### src/hdl/tks_pkg.sv
// shared types, constants and helper functions of the table key search unit
// no dependencies; compiled first

package tks_pkg;

	localparam int TABLE_DEPTH = 256;
	localparam int ADDR_W      = $clog2(TABLE_DEPTH);
	localparam int CNT_W       = ADDR_W + 1;
	localparam int POS_W       = 8;
	localparam int LEN_W       = 8;
	localparam int OP_W        = 2;
	localparam int DATA_W      = 32;

	localparam logic [OP_W-1:0] OP_WRITE  = 2'd0;
	localparam logic [OP_W-1:0] OP_LINEAR = 2'd1;
	localparam logic [OP_W-1:0] OP_BINARY = 2'd2;

	typedef logic [OP_W-1:0]          op_t;
	typedef logic [POS_W-1:0]         pos_t;
	typedef logic [LEN_W-1:0]         len_t;
	typedef logic signed [DATA_W-1:0] data_t;
	typedef logic [ADDR_W-1:0]        addr_t;
	typedef logic [CNT_W-1:0]         cnt_t;

	// outcome of the shared key compare
	typedef struct packed {
		logic lt;
		logic eq;
	} cmp_res_t;

	// table length in use, saturated at the last storable position
	function automatic cnt_t used_len(input len_t len);
		int n;
		n = int'(len);
		if (n > TABLE_DEPTH - 1) n = TABLE_DEPTH - 1;
		return cnt_t'(n);
	endfunction

	function automatic addr_t to_addr(input pos_t p);
		logic [31:0] w;
		w = 32'(p);
		return w[ADDR_W-1:0];
	endfunction

	function automatic pos_t to_pos(input cnt_t c);
		logic [31:0] w;
		w = 32'(c);
		return w[POS_W-1:0];
	endfunction

endpackage

### src/hdl/tks_cmp.sv
// shared signed 32-bit key compare used by both search modes
// depends on tks_pkg

module tks_cmp (
	input  tks_pkg::data_t    key,
	input  tks_pkg::data_t    entry,
	output tks_pkg::cmp_res_t res
);
	import tks_pkg::*;

	assign res.lt = key < entry;
	assign res.eq = key == entry;

endmodule

### config.mk
export PLATFORM = sky130hd
export DESIGN_NAME = tks_cmp
export DESIGN_NICKNAME = d
export VERILOG_FILES = /design/src/hdl/tks_pkg.sv /design/src/hdl/tks_cmp.sv
export SDC_FILE = /design/constraint.sdc
export NUM_CORES = 1
export LEC_CHECK = 0
export ABC_CLOCK_PERIOD_IN_PS = 6120
export BUFFER_PORTS_ARGS = -buffer_cell sky130_fd_sc_hd__buf_2
export CORE_AREA = 4 4 48 50
export DETAILED_ROUTE_END_ITERATION = 16
export DIE_AREA = 0 0 52 54
export GPL_TIMING_DRIVEN = 0
export PLACE_DENSITY = 0.95
export SLEW_MARGIN = 10
export SYNTH_ARGS = -nofsm -noshare
export SYNTH_HDL_FRONTEND = slang
export SYNTH_SLANG_ARGS = --single-unit
### constraint.sdc
create_clock -name vclk -period 6.12
set_input_delay 1.53 -clock vclk [all_inputs]
set_output_delay 1.53 -clock vclk [all_outputs]
set_load 0.02 [all_outputs]
# Word level (Yosys, flattened, before mapping)
# Index checks and enable logic that the tools add are counted.
# classes
eq_ne,1
order_cmp,1
# ops
operator,count
32-bit equality test,1
32-bit < comparator,1
# totals
output_inout_bits,2
in_bits,64
elab_cells,2
ff_bits,0

# Logic depth before layout (Yosys ltp)
# Gate-level depths: netlist of the first run.
# depth
word_depth,1
depth_mapped,7
mapped_depth_nobuf,7

# Least setup slack after synthesis of the first run
# Ideal clock, no wire load.
# synth_path
kind,in2out
from,input port entry[14]
to,output port res[1] (netlist bit)
n_path_buf,0
stages,7
t_required_ns,4.590
slack_ns,1.721
t_arrival_ns,2.869
path_cell_list,inv_1 ha_1 a21oi_2 nand2_1 a221o_1 o31a_1 o22ai_2
# synth_rtl
item,line_no,text
"start, declared",tks_cmp.sv:6,"input tks_pkg::data_t entry,"
"end, declared",tks_cmp.sv:7,output tks_pkg::cmp_res_t res

==> metrics list, run 1 <==
- Run status: finished clean
- Worst Setup Path Type: primary input to primary output
* Total wire length: 1980 um
- Final period utilization: 0.756
* DR iter-0 viols: 2
- After synthesis the cells add up to 821 um2.
- CP Data Required Time: 4590 ps
* Global routing met1 resource utilization: 0.121
* Leftover overflow at the end of global routing: 0
- Crit start category: primary input
* FFs & Latches: 0
- Once routing completed, OpenROAD measured the worst setup slack at 1490 ps.
- The number of antenna diodes in the final layout is 0.
- For this design the top-level I/O count stands at 66.
- Most frequent cells after synthesis: 32 x sky130_fd_sc_hd__ha_1, 32 x sky130_fd_sc_hd__inv_1, 11 x sky130_fd_sc_hd__a21oi_1
- Slowest cell delay on critical path: 400 ps
- Worst path cell trace: buf_2 -> ha_1 -> a21oi_1 -> o21ai_1 -> a221oi_1 -> o2111ai_1 -> o22ai_2 -> buf_2
* Area growth from synthesis to layout: 44.4%
- The multi-input combinational cells in the finished layout cover a total of 701 um2.
- Synthesized area per cell: 7.26 um2
- Average routed wire per standard cell: 9.63 um
* Instance count of the mapped netlist: 113
- For this design the static power due to leakage is 0.765 nW.
- For this run, global-route usage on met3 was measured as 0.0111.
- The layer flagged by global routing as most heavily used is met2.
- First-pass detailed-route iteration total: 3
* Die extent in y: 54 um
- Headroom to the max-slew limit came out at 0.726.
- For this run, the total global-route usage over all layers was measured as 0.124.
* Number of cell rows: 16
* Final setup viols: 0
- Tightest Hold Check Type: primary input to primary output
- Counting the fill cells in the layout gives 188.
- On the critical path, the stage with the largest delay is an instance of sky130_fd_sc_hd__a221oi_1.
- Combined buffer and inverter count along the critical path: 2
* Nets in the synthesized netlist: 209
- The number of failing hold endpoints at the final stage is 0.
- Grt met2 use: 0.285
- Count of yosys warnings during synthesis: 0
* Ratio of cells with drive above 1 in the final layout: 0.397
* Die Span X: 52 um
- In the finished layout, the clock tree contains a buffer count of 0.
* Sequential cell area: 0 um2
- STA classifies the critical path endpoint as a primary output.
- Total power: 0.0676 mW
- In the routed layout, each cell is associated on average with a via count of 4.70.
- The share of synthesized area in the top cell type comes to 0.488.
- Hold repair after CTS inserted 0 buffers.
- The via count of the first global-routing pass came to 830.
- Gates resized during post-CTS repair numbered 0.
- Distinct cell type count after synthesis: 24
- The initial utilization of the core area, before any placement, comes to 0.432.
- The clock period could shrink to 4630 ps.
* Final total negative setup slack: 0 ps
- The share of the Yosys chip area taken by registers is 0.
- Hpwl dp: 1940 um
* Core area: 1900 um2
- Fin. max-slew vios: 0
- Number of remaining DRC errors: 0
* Wire length of the first global-routing pass: 2840 um
- Placed Instances: 206
- Largest net degree at the start of global routing: 5
- Grouping stages by cell kind, the critical path spends the most delay in compound AO/OA/AOI/OAI gates.
* Final Wtd Congestion: 0.661
- I/O Buffers: 66
- Once layout is complete, the cells apart from fillers number 206.
* Synth area leader: sky130_fd_sc_hd__ha_1
- The detail route stage leaves a number of antenna-violating nets equal to 0.
* Number of maximum-capacitance violations: 0
- Derived from the worst setup path, the maximum achievable clock frequency is 0.216 GHz.
* Setup repair after global routing missed its margin: false
* Crit Path Max Fanout: 3
- For this block, the via count after detailed routing is 968.
- Count of nets after finishing: 277
- Most frequent cell on the critical path: sky130_fd_sc_hd__buf_2
* Worst slack at placement: 1470 ps
- Dividing total power by cell area gives a power density of 57.0 nW/um2.
- Critical Path AT: 3100 ps
- Number of antenna violations at the first check in global routing: 0
- After clock tree synthesis, the setup repair step added 0 buffers.
* Worst ir drop on vdd: 0.0000303 V
- Cell types with the largest area share after synthesis: sky130_fd_sc_hd__ha_1 49%, sky130_fd_sc_hd__inv_1 15%, sky130_fd_sc_hd__a21oi_1 6.7%, sky130_fd_sc_hd__nand4_1 4.6%, sky130_fd_sc_hd__nand2_1 3.2%
* Worst-margin pin slew: 407 ps
- The floorplan step defined a die boundary enclosing 2810 um2.
==> per-stage QoR <==
stage	area (um2)	util	hold slack (ps)
floorplan	821	-	3370
global placement	1180	0.623	3570
detailed placement	1180	0.623	3580
CTS	1180	0.623	3580
global route	1180	0.623	3610
finish	1180	0.623	3570
==> worst min-delay path, cell delays in order <==
cell,delay (ps)
sky130_fd_sc_hd__buf_2,80
sky130_fd_sc_hd__ha_1,180
sky130_fd_sc_hd__o22ai_2,90
sky130_fd_sc_hd__buf_2,160
==> where the power goes <==
part | total (mW) | internal [mW] | switching (mW)
combinational | 0.0676 | 0.0358 | 0.0318
clock | 0 | 0 | 0
sequential | 0 | 0 | 0
==> cell usage in the layout, fill, tap and decap left out, types with 2 or more instances in the layout <==
master / count
sky130_fd_sc_hd__nand4_1: 6
sky130_fd_sc_hd__a21oi_1: 11
sky130_fd_sc_hd__buf_2: 66
sky130_fd_sc_hd__nand3_1: 2
sky130_fd_sc_hd__nor2_1: 4
sky130_fd_sc_hd__inv_1: 32
sky130_fd_sc_hd__o21ai_0: 2
sky130_fd_sc_hd__nand2_1: 7
sky130_fd_sc_hd__a21o_1: 2
sky130_fd_sc_hd__ha_1: 32
==> final cells by class <==
class,count,area share
Inverter,32,0.101
Tap cell,27,0.0285
Multi-Input combinational cell,81,0.591
Timing Repair Buffer,66,0.279
==> final timing paths <==
path,from,end,depth (start not counted)
setup / recovery,key[23],res[1],8
hold / removal,key[31],res[1],4
==> layer usage <==
metal,up-vias,routed length (um)
met3,0,215
met1,399,758
li1,527,-
met4,0,0
met5,-,0
met2,42,1010
==> kinds of logic (layout without fill, tap and decap cells) <==
group	after synthesis	in the layout	synth area share
and+or+nand+nor	24	24	0.160
AOI/OAI and AO/OA	25	25	0.206
buffers and inverters	32	98	0.146
adders and majority gates	32	32	0.488
(Power assumes the default switching activity.)
==> run 2, diff against run 1 <==
--- a/config.mk
+++ b/config.mk
@@ -5,13 +5,14 @@
 export SDC_FILE = /design/constraint.sdc
 export NUM_CORES = 1
 export LEC_CHECK = 0
-export ABC_CLOCK_PERIOD_IN_PS = 6120
+export ABC_AREA = 1
+export ABC_CLOCK_PERIOD_IN_PS = 4700
 export BUFFER_PORTS_ARGS = -buffer_cell sky130_fd_sc_hd__buf_2
-export CORE_AREA = 4 4 48 50
+export CORE_AREA = 4 4 51 53
 export DETAILED_ROUTE_END_ITERATION = 16
-export DIE_AREA = 0 0 52 54
+export DIE_AREA = 0 0 55 57
 export GPL_TIMING_DRIVEN = 0
-export PLACE_DENSITY = 0.95
+export PLACE_DENSITY = 0.89
 export SLEW_MARGIN = 10
 export SYNTH_ARGS = -nofsm -noshare
 export SYNTH_HDL_FRONTEND = slang
==> constraint.sdc (replaced) <==
create_clock -name vclk -period 4.7
set_input_delay 1.175 -clock vclk [all_inputs]
set_output_delay 1.175 -clock vclk [all_outputs]
set_load 0.02 [all_outputs]
==> run 2 against run 1 <==
- flip-flop and latch count unchanged
- utilization decreased by 4.1 points
- cell count increased by 16%
- total power increased by 40%
- cell area increased by 5.6%
- hold slack got worse by 650 ps
- sequential share of layout area unchanged
- synthesized cell count increased by 27%
- first-iteration DRC count increased by 50%
- critical path type unchanged
- critical endpoint unchanged
- largest power group unchanged
==> metrics list, run 2 <==
- Run status: finished clean
- The first global-routing pass estimated 2990 um of wire.
* Critical Path AT: 2410 ps
- Setup slack closes at 1120 ps.
- Remaining number of nets flagged by the antenna check after routing: 0
- Port buffering added 66 buffers.
* Worst setup EP type: primary output
* Headroom to the max-slew limit: 0.885
- Along the worst path, the maximum fanout reaches 2.
- The detailed router placed 1,051 vias in this run.
* Number of maximum-capacitance violations: 0
* Tightest Hold Check Type: primary input to primary output
- Setup repair after global routing missed its margin: false
- Number of antenna violations at the first check in global routing: 0
* Total power: 0.0946 mW
* Ratio of cells with drive above 1 in the final layout: 0.348
* Number of buffers inserted to repair setup after CTS: 0
* Largest net degree at the start of global routing: 5
* Synthesized area per cell: 6.15 um2
* Worst hold path cell count: 6
* Instance count of the mapped netlist: 144
- There are 0 flip-flops and latches.
* Worst Hold End: res[1]
- Pwr per Cell Area: 75.6 nW/um2
- DR iter-0 viols: 3
- Clk_buf instances: 0
* Area growth from synthesis to layout: 41.2%
- Die extent in y: 57 um
- Leakage power of the design: 0.873 nW
* Crit start category: primary input
- Count of yosys warnings during synthesis: 0
- Vias per cell: 4.42
* Cell types with the largest area share after synthesis: sky130_fd_sc_hd__ha_1 45%, sky130_fd_sc_hd__inv_1 17%, sky130_fd_sc_hd__nand2_1 14%, sky130_fd_sc_hd__a21oi_1 6.8%, sky130_fd_sc_hd__nor2_1 3.8%
- Share of Yosys cell area claimed by the top area cell type: 0.452
- Leftover overflow at the end of global routing: 0
- Setup violations remaining at the end of the flow were counted as 0.
- In the finished design, the share of the clock period the worst path needs comes to 0.762.
- Most common library cell in the layout ignoring fill and taps: sky130_fd_sc_hd__buf_2
- After detailed routing, the average wire length per cell comes to 8.09 um.
* Cell with the most instances after synthesis: sky130_fd_sc_hd__inv_1
* Worst-margin pin slew: 171 ps
* Number of global-route vias before repair: 917
- Prior to clock tree synthesis, the placed netlist has a worst setup slack of 1110 ps.
* I/O pin count: 66
- In the global route stage, met3 resource usage came out at 0.0104.
* Final total negative setup slack: 0 ps
- In the global route stage, met2 resource usage came out at 0.233.
* CP Data Required Time: 3520 ps
* GR peak layer: met2
- At the end of the flow, the number of nets in the layout was 308.
- Fin. max-slew vios: 0
- Hpwl dp: 1910 um
* Final Wtd Congestion: 0.653
* GRT Overall Usage: 0.115
* F_max: 0.279 GHz
* Most frequent cells after synthesis: 40 x sky130_fd_sc_hd__inv_1, 34 x sky130_fd_sc_hd__nand2_1, 32 x sky130_fd_sc_hd__ha_1
- Once the clock tree was built, the resizer swapped 0 gates to a different size.
* Nets in the synthesized netlist: 240
- Full die area: 3140 um2
* Global routing met1 resource utilization: 0.126
- Synth area leader: sky130_fd_sc_hd__ha_1
- Hold Startpoint: key[31]
- Total wire length: 1930 um
- The critical path is of the primary input to primary output type.
- The number of antenna diodes in the final layout is 0.
- For this design, the CTS-stage hold fixing added 0 buffers.
- Number of hold-slack violations in the final timing report: 0
* Number of cell rows: 17
- For this configuration, the core starts out at a cell density of 0.412.
- The die is 55 um wide.
- Netlist area before placement: 886 um2
* Most used cells in the layout excluding fill and tap cells: 66 x sky130_fd_sc_hd__buf_2, 40 x sky130_fd_sc_hd__inv_1, 34 x sky130_fd_sc_hd__nand2_1
- Core area: 2150 um2
- Portion of the post-synthesis area used by sequential elements: 0
* Number of remaining DRC errors: 0
- IR analysis of the VDD net gives a maximum drop of 0.0000389 V.
- First-pass detailed-route iteration total: 4
- Summing all flip-flop and latch instances after layout gives 0 um2.
- Distinct cell type count after synthesis: 16
- Final min period: 3580 ps
==> run 2: changes by cell type in the layout (fill, tap and decap cells not counted), moves of 2 or more <==
cell,change
sky130_fd_sc_hd__nand2_1,+27
sky130_fd_sc_hd__inv_1,+8
sky130_fd_sc_hd__nand4_1,-4
sky130_fd_sc_hd__nor2_1,+5
sky130_fd_sc_hd__nand2_2,+2
==> run 2: per-layer routing <==
layer	wire length, um	share of wire
met5	0	0
met4	19	0.0099
met3	250	0.13
met2	926	0.48
met1	730	0.38
==> run 2: worst max-delay path, stage by stage <==
cell and delay, ps:
sky130_fd_sc_hd__buf_2 100, sky130_fd_sc_hd__ha_1 300, sky130_fd_sc_hd__nand2_1 70, sky130_fd_sc_hd__inv_1 50, sky130_fd_sc_hd__nand2_1 60, sky130_fd_sc_hd__nand2_1 40, sky130_fd_sc_hd__nand2_1 50, sky130_fd_sc_hd__nand3_1 90
sky130_fd_sc_hd__a21oi_2 140, sky130_fd_sc_hd__nand2_1 70, sky130_fd_sc_hd__nand2_1 50, sky130_fd_sc_hd__nand2_1 50, sky130_fd_sc_hd__buf_2 150
==> run 2: kinds of logic (layout without fill, tap and decap cells) <==
kind of cell | count (synthesis) | count (layout) | synth area share
simple gates | 55 | 55 | 0.271
fa+ha+maj | 32 | 32 | 0.452
compound gates | 17 | 17 | 0.107
buf+inv | 40 | 106 | 0.169
==> run 2: per-stage QoR <==
step | cell area (um2) | hold WS [ps] | util | instances
global placement | 1250 | 2910 | 0.582 | 238
detailed placement | 1250 | 2920 | 0.582 | 238
floorplan | 886 | 2720 | - | 144
CTS | 1250 | 2920 | 0.582 | 238
finish | 1250 | 2920 | 0.582 | 238
global route | 1250 | 2970 | 0.582 | 238
==> run 2: power breakdown <==
part           internal (mW)  switching [mW]  leakage [nW]
Combinational         0.0483          0.0463         0.873
Sequential                 0               0             0
Clock                      0               0             0
==> run 2: cell type report <==
class                      count  area, um2
fill                         222        897
multi-input combinational    104        736
timing repair buffer          66        330
inverter                      40        150
tap                           28       35.0
==> run 2: worst max path at each step <==
stage,startpoint,endpoint,slack [ps],cells past startpoint
floorplan,entry[15],res[0],1230,6
global placement,key[17],res[1],1120,13
detailed placement,key[19],res[1],1110,13
CTS,key[19],res[1],1100,13
global route,entry[17],res[1],940,13
finish,key[19],res[1],1120,13
